<file path="src/hdl/ppool_ram.sv">
// generic single-port-write, one-read RAM with registered read
// no dependencies
`timescale 1ns / 1ps
module ppool_ram #(
  parameter int Width = 8,
  parameter int Depth = 16
) (
  input  logic                     clk,
  input  logic                     we,
  input  logic [$clog2(Depth)-1:0] waddr,
  input  logic [Width-1:0]         wdata,
  input  logic [$clog2(Depth)-1:0] raddr,
  output logic [Width-1:0]         rdata
);
  logic [Width-1:0] mem [Depth];
  always_ff @(posedge clk) begin
    if (we) mem[waddr] <= wdata;
    rdata <= mem[raddr];
  end
endmodule

</file>
<file path="config.mk">
export PLATFORM = sky130hd
export DESIGN_NAME = ppool_ram
export DESIGN_NICKNAME = d
export VERILOG_FILES = /design/src/hdl/ppool_ram.sv
export SDC_FILE = /design/constraint.sdc
export NUM_CORES = 1
export LEC_CHECK = 0
export BUFFER_PORTS_ARGS = -buffer_cell sky130_fd_sc_hd__buf_2
export CELL_PAD_IN_SITES_DETAIL_PLACEMENT = 1
export CELL_PAD_IN_SITES_GLOBAL_PLACEMENT = 2
export CORE_AREA = 3 3 126 128
export CTS_CLUSTER_DIAMETER = 50
export CTS_CLUSTER_SIZE = 28
export DETAILED_ROUTE_END_ITERATION = 10
export DIE_AREA = 0 0 129 131
export PLACE_DENSITY = 0.55
export SLEW_MARGIN = 20
export SYNTH_ARGS = -nofsm -noshare
export SYNTH_HDL_FRONTEND = slang
export SYNTH_SLANG_ARGS = --single-unit
</file>
<file path="constraint.sdc">
create_clock -name clk -period 2.3 [get_ports clk]
set_input_delay 0.345 -clock clk [delete_from_list [all_inputs] [get_ports clk]]
set_output_delay 0.345 -clock clk [all_outputs]
set_load 0.01 [all_outputs]
</file>
After elaboration in Yosys (flattened, before gate mapping)
Memories as Yosys holds them, arrays and structs flattened. A register that Yosys moved wholly into a read port is not among the register bits.
Index checks and enable logic that the tools add are counted.
{ "classes": {"muxes": 2} }
{ "op_table": {"columns": ["op", "n"], "rows": [
  ["2-to-1 mux 1 bit", 2]
]} }
{ "word_totals": {"register_bits": 0, "mem_bits_rw": 128, "input_bits": 18, "output_inout_bits": 8, "word_cells": 3, "mem_count": 1} }
{ "memory_table": {"columns": ["name", "depth", "word_bits", "read_ports", "rd_clocked_by_memory_dff", "write_ports", "line_no", "text"], "rows": [
  ["mem", 16, 8, 1, 1, 1, "15", "logic [Width-1:0] mem [Depth];"]
]} }

Longest topological paths before layout
Gate-level depths: netlist (run 1).
{ "logic_depth": {"ltp_word": 2, "mapped_depth": 5, "mapped_depth_nobuf": 3} }

Worst setup path before layout (run 1)
No wires, ideal clock.
{ "synth_timing": {"path_kind": "input to register", "start": "input port waddr[2]", "end": "memory mem[0][0] (enable)", "setup_time_ns": 0.383, "arrival_ns": 1.455, "required_time_ns": 1.917, "slack_ns": 0.462, "stages": 2, "n_path_buf": 0, "cell_sequence": "or3b_2 > nor3_1"} }
{ "synth_rtl": {"columns": ["item", "line_no", "text"], "rows": [
  ["start, declared", "10", "input logic [$clog2(Depth)-1:0] waddr,"],
  ["end, declared", "15", null]
]} }
Straight into the memory's write port.

==> metrics list, run 1 <==
* Area share of the largest cell type after synthesis: 74.7%
- Clock slew at reported path FFs: 0.05 ns
* Master cell of the clock root buffer: sky130_fd_sc_hd__clkbuf_16
* Required time of the critical path: ~2.6 ns
* Leading post-synthesis cells by cell area: sky130_fd_sc_hd__edfxtp_1, sky130_fd_sc_hd__mux4_2, sky130_fd_sc_hd__mux4_1
- For this run, asynchronously set or reset flops after synthesis account for 0%.
- After detailed routing, the number of remaining DRC violations is 0.
- Complex-gate fraction of the synthesized area: 2.33%
- Die extent in y: 131 um
- CTS H-tree depth: 4
- Share of layout cells above drive strength 1: 31.4%
- The tree built by TritonCTS fans out to around 140 sinks.
- Power Dens Cells: 878 mW/mm^2
* Total inserted antenna cells: 0
- Of the total synthesized cell area, the portion taken by AND, OR, NAND and NOR gates is about 3.2%.
- CP endpoint kind: flop
* Total Routing Usage GR: about 14%
- Initial drt markers: 280
- The number of antenna violations at the first check in global routing is 0.
- Entering global routing, the biggest net connects 33 pins.
* Unrepaired setup endpoints after global routing: false
- Worst-case clock skew: ~0.0046 ns
* Primary FF master, synth: sky130_fd_sc_hd__edfxtp_1
- Net switching share of the total power: 20.0%
* Top post-synthesis cells by count: sky130_fd_sc_hd__edfxtp_1, sky130_fd_sc_hd__mux4_2, sky130_fd_sc_hd__a22oi_1, sky130_fd_sc_hd__mux4_1, sky130_fd_sc_hd__nor2_1
- Share of total power in combinational logic: roughly 5%
- Of the post-synthesis cell area, the part taken by muxes is 15.0%.
- Final period util: 63.0%
* Buffer depth of the longest clock path: 2
* Post-synthesis share of cell area spent on full adders, half adders and majority gates: 0%
* Starting density of the core: 34.4%
- 1st-pass router iterations: 6
* Final core utilization: about two fifths
* Maximum fanout count along the critical path: 32
* Finished Cell Area: between 0.006 and 0.007 sq mm
- At the end of routability-driven placement, the weighted congestion stood at 0.744.
* Setup-failing EPs final: 0
* Number of vias after detailed routing: 2428
- Max Clock Freq: roughly 700 MHz
- Post-CTS repair changed the size of 0 cells.
- Slew margin rel.: 67.1%
- Cell internal power was estimated by the tool at roughly 4.3 mW.
* Total number of nets in the final design: 309
- Routed WL per cell: ~23 um
* Final count of pins violating max slew: 0
* Fin Hold WS: 0.320 ns
- Summing all placed instances gives a cell area of around 0.0057 sq mm.
- Max-cap violations in this run came to 0.
- Io pins: 26
- Xor and xnor area share after synthesis: 0%
- Summed over all cells, the static leakage comes to 2.10 nW.
- Setup bufs post-CTS: 0
- Wire length of the first global-routing pass: between 15 and 20 mm
- The Yosys step of the flow raised 0 warnings.
- Measured slew at the worst slew-check pin: 0.494 ns
- Yosys top cell by area: sky130_fd_sc_hd__edfxtp_1
- Inserted Clock Buffers: 17
* Hold-fix buffer count after cts: 0
- For the worst setup path, the data arrival time is 1.74 ns.
- Once detailed placement completed, the half-perimeter wirelength came to 7.20 mm.
* Total global routing overflow: 0
- Yosys cell types: 19
- The initialized floorplan defines 45 standard-cell rows.
- Cell area after technology mapping: between 0.005 and 0.006 sq mm
- Most frequent cell after synthesis: sky130_fd_sc_hd__edfxtp_1
- Die Outline Area: 0.0169 sq mm
- After synthesis the netlist holds a flip-flop and latch count of 136.
* Instance count of the mapped netlist: 229
- Min-Delay Path Class: input pin to flop
- Clock power share: 43.5%
- At the later pin of the worst-skew pair, clock insertion delay measures 0.41 ns.
- Number of global-route vias before repair: ~2.6k
- Flop pwr share: about half
- The detail route stage leaves a number of antenna-violating nets equal to 0.
* Wire length reported by the detailed router: 11.1 mm
- Counting every net in the synthesized netlist gives 247.
- TritonCTS clock tree: yes
- Counting flops with a built-in enable in the synthesized netlist gives between 100 and 150.
- The hold violation count in the final report was 0.
- Horiz. Die Dim: 129 um
- IR analysis of the VDD net gives a maximum drop of between 0.0004 and 0.0005 V.
- Run status: finished clean
* Share of synthesized area occupied by flip-flops and latches: ~80%
- In this run the power spent charging and discharging nets is 1.08 mW.
* Floorplan core area: approximately 0.015 sq mm
* Area added between synthesis and finish: 19.8%
* Vias per cell: 4.95
- Summed over all failing endpoints, the final setup total negative slack is 0 ns.
- Number of port buffers: 25
* Syn Area/Cell: about 22 sq um
* CP Class: input pin to flop
- STA classifies the critical path startpoint as an input pin.
* Dominant combinational cell family by area after synthesis: multiplexers
- Time the final worst path needs with I/O delays and setup: about 1.4 ns
critical path, stage by stage:
cell and delay (ns):
sky130_fd_sc_hd__buf_2 0.10, sky130_fd_sc_hd__buf_12 0.26, sky130_fd_sc_hd__mux4_1 0.59, sky130_fd_sc_hd__a22oi_1 0.33
sky130_fd_sc_hd__nand2_1 0.10
layout make-up:
class                           instances  area [sq um]
Fill cell                            1433          8810
Clock buffer                           27           493
Timing Repair Buffer                   53           360
Sequential cell                       136          4000
Multi-Input combinational cell         83          1060
Clock inverter                          4          18.8
Tap cell                              188           235
through the flow:
stage               std cells  power (mW)  setup WS, ns
floorplan                 229        2.98         0.462
detailed placement        460        3.12         0.424
CTS                       491        5.49         0.866
finish                    491        5.42         0.851
global placement          460        3.11         0.440
global route              491        5.61         0.750
power by group through the flow:
stage	clock (mW)	combinational [mW]	sequential, mW
after floorplan	0	0.141	2.84
after global placement	0	0.277	2.84
after detailed placement	0	0.280	2.84
after CTS	2.42	0.281	2.79
after global routing	2.51	0.303	2.79
final	2.35	0.273	2.79
path summary, 6_finish.rpt:
kind	startpoint	to	slack (ns)	depth (start not counted)
max	raddr[0]	rdata[3]$_DFF_P_	0.85	5
max reg2reg	mem[1][3]$_DFFE_PP_	rdata[3]$_DFF_P_	0.89	3
min reg2reg	mem[12][1]$_DFFE_PP_	rdata[1]$_DFF_P_	0.67	3
min	wdata[6]	mem[2][6]$_DFFE_PP_	0.32	1
state kept, by name, indices dropped and copies added, names as in the netlist:
name	flops
rdata	8
mem	128
cells in the final DEF, fill, tap and decap left out, drive strengths merged:
master  instances
a22oi          16
and2b           1
nor2b           1
nand2b          2
or3b            1
mux4           32
buf            53
dfxtp           8
nand3           1
clkbuf         27
nor2           13
and2            1
edfxtp        128
nand3b          2
nand2           9
clkinv          4
nor3            4
kinds of logic after synthesis:
family | Yosys count
and+or+nand+nor | 35
buffers and inverters | 10
muxes | 32
DFF | 136
AOI/OAI and AO/OA | 16
layer usage:
| metal | wire length [um] | vias to the layer above | global-route usage [%] |
|---|---|---|---|
| met5 | 0 | - | 0 |
| met4 | 224 | 0 | 6.67 |
| met3 | 267 | 17 | 3.17 |
| met2 | 5370 | 38 | 22.6 |
| met1 | 5250 | 1275 | 19.1 |
| li1 | - | 1098 | - |
(Power assumes the default switching activity.)
==> inputs of run 2 (changes only) <==
==> constraint.sdc (replaced) <==
create_clock -name clk -period 1.4 [get_ports clk]
set_input_delay 0.21 -clock clk [delete_from_list [all_inputs] [get_ports clk]]
set_output_delay 0.21 -clock clk [all_outputs]
set_load 0.01 [all_outputs]
==> metrics list, run 2 (synthesis results as in run 1) <==
* Crit-path cells: mux4_2, a22oi_2, buf_4, nand2_2
* Leak: 2.19 nW (+4.3%)
- Hold violation total from the final report: 0 (unchanged)
- The flow ran to the end, and the final reports show no timing, DRC or antenna violations.
- The library cells used most frequently in the layout, excluding fill and tap cells, are sky130_fd_sc_hd__edfxtp_1, sky130_fd_sc_hd__buf_4, sky130_fd_sc_hd__buf_2.
* CP Class: flop to flop
- Largest register FFs: 128 (unchanged)
- Number of antenna violations at the first check in global routing: 0 (unchanged)
- Required time of the critical path: 1.70 ns (-0.89 ns)
* Area after DPL: 0.00571 sq mm (+0.93%)
* Time the final worst path needs with I/O delays and setup: between 1 and 1.5 ns
- Measured slew at the worst slew-check pin: 0.852 ns (+0.359 ns)
- TritonCTS built the clock tree.
- The number of global-route vias before repair came to 2653 (+0.80%).
* Slew margin rel.: 43.0% (-24 points)
* Inserted Clock Buffers: 17 (unchanged)
- Floorplan core area: 0.0150 sq mm (unchanged)
- Max Clock Freq: 725 MHz
- Fillers: 1421 (-0.84%)
* CP arrival: 1.68 ns (-0.06 ns)
- The number of vias after detailed routing came to 2468 (+1.6%).
- Slowest cell on the critical path: sky130_fd_sc_hd__mux4_2
- Rows: 45 (unchanged)
- Final core utilization: 42.6% (+1.4 points)
* Power Dens Cells: 1570 mW/mm^2 (+79%)
* Clock slew at reported path FFs: 0.06 ns (about the same)
- Delay of the slowest cell on the worst path: 0.51 ns (-0.08 ns)
* Total inserted antenna cells: 0 (unchanged)
- The share of layout cells above drive strength 1 came to 36.6% (+5.2 points).
* Buffer depth of the longest clock path: 2 (unchanged)
- The highest net fanout along the worst path is 1 (-97%).
* Setup-failing EPs final: 0 (unchanged)
* Wire length reported by the detailed router: 11.5 mm (+3.1%)
- The final worst setup slack came to 0.0208 ns (-0.830 ns).
* Master cell of the clock root buffer: sky130_fd_sc_hd__clkbuf_16
* Finished Cell Area: 0.00638 sq mm (+3.4%)
* 1st-pass router iterations: 4 (-2)
* Area added between synthesis and finish: 23.9%
* Final period util: 98.5%
- The die area came to 0.0169 sq mm (unchanged).
* Slack of the worst reg-to-reg path: 0.02 ns (-0.87 ns)
* Min-Delay Path Class: input pin to flop
- Global placement routability congestion: 0.695 (-6.6%)
- STA classifies the critical path endpoint as a flop.
* Hold-fix buffer count after cts: 0 (unchanged)
* Total Routing Usage GR: 14.5% (+0.15 points)
- Wire length of the first global-routing pass: 17.0 mm (+1.6%)
- Die extent in y: 131 um (unchanged)
- The clock latency on the worst-skew pair was 0.41 ns (about the same).
* Final HPWL from detailed placement: 7.30 mm (+1.5%)
- The number of primary I/O pins is 26 (unchanged).
- The number of buffers inserted by port buffering was 25 (unchanged).
- Worst-case clock skew: 0.00482 ns (+0.000220 ns)
- Unrepaired setup endpoints after global routing: true
- Ranked by flip-flop count, first place goes to mem.
* Starting density of the core: 34.4% (unchanged)
- The max-slew violation total from the final report is 0 (unchanged).
- Commonest non-fill, non-tap cell in the layout: sky130_fd_sc_hd__edfxtp_1
* Initial drt markers: 188 (-33%)
* Max-cap violations: 0 (unchanged)
- DRC Markers: 0 (unchanged)
* Largest registers in the final layout: mem (128), rdata (8)
- The level count of the clock H-tree came to 4 (unchanged).
* Crit start category: flop
- Total global routing overflow: 0 (unchanged)
- The sink count of the clock tree is 136 (unchanged).
* Pre-CTS WS: -0.302 ns (-0.726 ns)
- The final net count was 314 (+1.6%).
* Routed WL per cell: 23.0 um (+1.9%)
- The maximum resistive drop on vdd was 0.000949 V (+91%).
- Horiz. Die Dim: 129 um (unchanged)
* DRT antenna net count: 0 (unchanged)
* Largest net degree at the start of global routing: 18 (-45%)
- The post-layout total power came to 10.0 mW (+85%).
- Fin Hold WS: 0.191 ns (-0.129 ns)
- Vias per cell: 4.97 (+0.42%)
## run 2: changes by cell type in the layout (fill, tap and decap cells not counted), moves of 2 or more
cell                         delta
sky130_fd_sc_hd__buf_4          +5
sky130_fd_sc_hd__nor3_2         +3
sky130_fd_sc_hd__clkinvlp_4     +2
sky130_fd_sc_hd__bufinv_16      +6
sky130_fd_sc_hd__clkbuf_8       -3
sky130_fd_sc_hd__a22oi_1        -2
sky130_fd_sc_hd__nor3_1         -3
sky130_fd_sc_hd__clkbuf_1       -7
sky130_fd_sc_hd__a22oi_2        +2
## run 2: power by group
part           leakage [nW]  internal [mW]  switching (mW)  total (mW)
Combinational         0.653          0.209           0.266       0.475
Sequential             1.22           4.55          0.0320        4.59
Clock                 0.317           3.31            1.64        4.95
## run 2: worst paths after layout
path | to | startpoint | depth (start not counted)
max | rdata[7]$_DFF_P_ | mem[3][7]$_DFFE_PP_ | 4
min | mem[5][3]$_DFFE_PP_ | wdata[3] | 1
max reg2reg | rdata[7]$_DFF_P_ | mem[3][7]$_DFFE_PP_ | 4
min reg2reg | rdata[3]$_DFF_P_ | mem[7][3]$_DFFE_PP_ | 3
## run 2: final cells by class
type                    instances  area, sq um  share of cell area (%)
clock buffers                  17          425                    6.67
clock inverters                15          231                    3.63
multi-input cells              83         1080                    17.0
flip-flops and latches        136         4000                    62.8
well taps                     188          235                    3.69
repair buffers                 58          398                    6.24
## run 2: per-stage QoR
stage | instances | setup TNS [ns]
final | 497 | 0
after CTS | 497 | 0
after floorplan | 229 | -2.30
after global routing | 497 | -0.0350
after detailed placement | 465 | -4.91
after global placement | 465 | -4.31
## run 2: routing by layer
layer | GRT usage (%) | wire length, um
met5 | 0 | 0
met4 | 6.11 | 203
met3 | 3.01 | 352
met2 | 23.1 | 5720
met1 | 19.5 | 5180
## run 2: timing repair
| action | CTS | global route |
|---|---|---|
| buffers inserted | 0 | 0 |
| gates cloned | 0 | 0 |
| gates resized for setup | 2 | 1 |
| pin swaps | 1 | 0 |
| setup endpoints to repair | 2 | 3 |
## run 2: critical path: cells and delay by family (launching register included)
kind / cells / cell delay [ns]
multiplexers: 1 / 0.51
AND/OR/NAND/NOR: 1 / 0.05
buffers and inverters: 1 / 0.15
flip-flops: 1 / 0.38
AO/OA/AOI/OAI: 1 / 0.18
==> inputs of run 3 (changes only) <==
--- a/config.mk
+++ b/config.mk
@@ -6,14 +6,15 @@
 export NUM_CORES = 1
 export LEC_CHECK = 0
 export BUFFER_PORTS_ARGS = -buffer_cell sky130_fd_sc_hd__buf_2
-export CELL_PAD_IN_SITES_DETAIL_PLACEMENT = 1
-export CELL_PAD_IN_SITES_GLOBAL_PLACEMENT = 2
+export CELL_PAD_IN_SITES_DETAIL_PLACEMENT = 0
+export CELL_PAD_IN_SITES_GLOBAL_PLACEMENT = 1
 export CORE_AREA = 3 3 126 128
 export CTS_CLUSTER_DIAMETER = 50
 export CTS_CLUSTER_SIZE = 28
 export DETAILED_ROUTE_END_ITERATION = 10
 export DIE_AREA = 0 0 129 131
-export PLACE_DENSITY = 0.55
+export GPL_ROUTABILITY_DRIVEN = 0
+export PLACE_DENSITY = 0.5
 export SLEW_MARGIN = 20
 export SYNTH_ARGS = -nofsm -noshare
 export SYNTH_HDL_FRONTEND = slang
==> metrics list, run 3 (synthesis results as in run 1) <==
* DRC Markers: 0 (unchanged)
- The highest net fanout along the worst path is 1 (unchanged).
- The post-CTS clock slew at the launch and capture registers of the worst setup and hold paths came to 0.06 ns (about the same).
* Insertion delay of the later-clocked pin in the worst-skew pair: 0.41 ns (about the same)
- Io pins: 26 (unchanged)
- In this run the worst setup path begins at mem[1][5]$_DFFE_PP_.
* Floorplan core area: 0.0150 sq mm (unchanged)
* Setup ws final: 0.0474 ns (+0.0266 ns)
- The worst hold margin is 0.192 ns (+0.000418 ns).
* Largest registers in the final layout: mem (128), rdata (8)
- The number of buffers inserted by port buffering is 25 (unchanged).
- Final count of pins violating max slew: 0 (unchanged)
- The combined global-route utilization of all metal layers came to 14.3% (-0.22 points).
- Initial drt markers: 201 (+6.9%)
- Net switching power: 1.83 mW (-5.4%)
* Master cell of the clock root buffer: sky130_fd_sc_hd__clkbuf_16
- The flow ran to the end, and the final reports show no timing, DRC or antenna violations.
* Required time of the critical path: 1.70 ns (about the same)
- The detailed placer's ending HPWL is 7.45 mm (+2.0%).
- Setup bufs post-CTS: 0 (unchanged)
- The detailed-router iteration count before antenna repair was 4 (unchanged).
* Total number of nets in the final design: 309 (-1.6%)
- The largest incremental delay on the critical path came to 0.51 ns (about the same).
- Gate family responsible for the most delay along the worst path: multiplexers
- Clock power share: 45.0% (-4.4 points)
* Pre-CTS WS: -0.309 ns (-0.00728 ns)
- Total global routing overflow: 0 (unchanged)
- Max IR drop VDD: 0.000792 V (-17%)
- The wire length of the first global-routing pass is 16.8 mm (-1.7%).
- Min-Delay Path Class: input pin to flop
* Area added between synthesis and finish: 21.0%
- The average vias per placed instance is 4.97 (+0.16%).
- CP Class: flop to flop
- Startpoint of the most critical hold path: wdata[0]
- The number of flip-flops in the largest register is 128 (unchanged).
- Walking the worst path, the cells encountered are mux4_1, a22oi_1, nand2_1.
* Setup-failing EPs final: 0 (unchanged)
* Worst reg2reg path depth: 3 (-1)
- The cell depth of the worst hold path was 1 (unchanged).
- Horiz. Die Dim: 129 um (unchanged)
- The share of the clock period used by the worst path came to 96.6% (-1.9 points).
- Inserted Clock Buffers: 17 (unchanged)
- Leak: 2.12 nW (-3.5%)
- Commonest cells after routing, fill and taps aside: sky130_fd_sc_hd__edfxtp_1, sky130_fd_sc_hd__buf_4, sky130_fd_sc_hd__buf_2
- Setup repair after global routing left no endpoint under its margin.
* Power Dens Cells: 1470 mW/mm^2 (-6.2%)
- Time the final worst path needs with I/O delays and setup: 1.35 ns (-0.0266 ns)
* Share of total power in combinational logic: 5.1% (+0.4 points)
- TNS Setup: 0 ns (unchanged)
- TritonCTS clock tree: yes
* Commonest non-fill, non-tap cell in the layout: sky130_fd_sc_hd__edfxtp_1
- CP endpoint kind: flop
- Largest net degree at the start of global routing: 17 (-1)
- The post-route standard cell area excluding fillers was 0.00623 sq mm (-2.4%).
- Max Clock Freq: 739 MHz (+2.0%)
* CTS H-tree depth: 4 (unchanged)
- The worst register-to-register path begins at mem[1][5]$_DFFE_PP_.
* Wire length reported by the detailed router: 10.9 mm (-5.1%)
- The final routed wire length divided by cell count is 22.1 um (-4.2%).
* CP arrival: 1.65 ns (-0.03 ns)
- Number of clock sinks seen by CTS: 136 (unchanged)
- Stages on the worst setup path: 3 (-1)
- The die area came to 0.0169 sq mm (unchanged).
- The share of layout cells above drive strength 1 came to 33.2% (-3.3 points).
- Slew margin rel.: 50.9% (+7.9 points)
* Net switching share of the total power: 20.0% (+0.64 points)
* Max-cap violations: 0 (unchanged)
- Slowest cell on the critical path: sky130_fd_sc_hd__mux4_1
- The die extent in y was 131 um (unchanged).
- The worst path buffer plus inverter count is 0 (-1).
- The number of global-route vias before repair was 2586 (-2.5%).
- The final clock skew is 0.00679 ns (+0.00197 ns).
- The initial core utilization came to 34.4% (unchanged).
* Number of antenna violations at the first check in global routing: 0 (unchanged)
- The worst setup path is launched from a flop.
* Number of vias after detailed routing: 2447 (-0.85%)
- Buffer depth of the longest clock path: 2 (unchanged)
- Hold violation total from the final report: 0 (unchanged)
- Measured slew at the worst slew-check pin: 0.735 ns (-0.117 ns)
- The number of antenna-violating nets in the routed design is 0 (unchanged).
- The internal cell power is 7.34 mW (-9.1%).
- Counting flops per register, the top entry is mem.
- The sequential power share was 49.9% (+4.1 points).
- The number of placement rows came to 45 (unchanged).
- Total inserted antenna cells: 0 (unchanged)
* Area after DPL: 0.00567 sq mm (-0.66%)
## run 3: cell count changes in the layout (fill, tap and decap cells not counted), sizes merged
cell,delta
clkinv,+1
clkbuf,+4
clkinvlp,-1
bufinv,-4
buf,-5
## run 3: cell type report
class,instances,area (sq um)
sequential,136,4000
multi-input combinational,83,1080
clock buffer,21,440
timing repair buffer,53,360
fill,1352,8750
tap,188,235
clock inverter,11,106
## run 3: per-layer routing
metal / GRT usage (%) / share of wire (%) / routed length, um
met5: 0 / 0 / 0
met4: 5.74 / 1.7 / 180
met3: 4.47 / 3.7 / 405
met2: 22.3 / 49 / 5350
met1: 18.7 / 45 / 4930
## run 3: through the flow
step / utilization (%) / total power [mW] / cells
floorplan: - / 4.90 / 229
global placement: 37.9 / 5.13 / 460
detailed placement: 37.9 / 5.14 / 460
CTS: 41.5 / 9.29 / 492
global route: 41.6 / 9.51 / 492
finish: 41.6 / 9.17 / 492
## run 3: power groups by stage
stage / Clock [mW] / Combinational [mW] / Sequential [mW]
floorplan: 0 / 0.232 / 4.67
global placement: 0 / 0.466 / 4.66
detailed placement: 0 / 0.473 / 4.66
CTS: 4.23 / 0.474 / 4.58
global route: 4.42 / 0.507 / 4.59
finish: 4.13 / 0.463 / 4.58
## run 3: repair_timing
| action | 4_1_cts | 5_1_grt |
|---|---|---|
| hold endpoints to repair | 0 | 0 |
| endpoints found under the setup margin | 0 | 2 |
| gates resized for setup | 0 | 2 |
| hold buffers | 0 | 0 |
## run 3: worst paths after layout
path | end | slack, ns
min reg2reg | rdata[6]$_DFF_P_ | 0.67
min | mem[2][0]$_DFFE_PP_ | 0.19
max | rdata[5]$_DFF_P_ | 0.05
max reg2reg | rdata[5]$_DFF_P_ | 0.05
## run 3: worst reg2reg max path, delay by kind of cell (launching register included)
| kind | cells | cell delay (ns) |
|---|---|---|
| simple gates | 1 | 0.09 |
| compound gates | 1 | 0.27 |
| mux | 1 | 0.51 |
| flops | 1 | 0.37 |
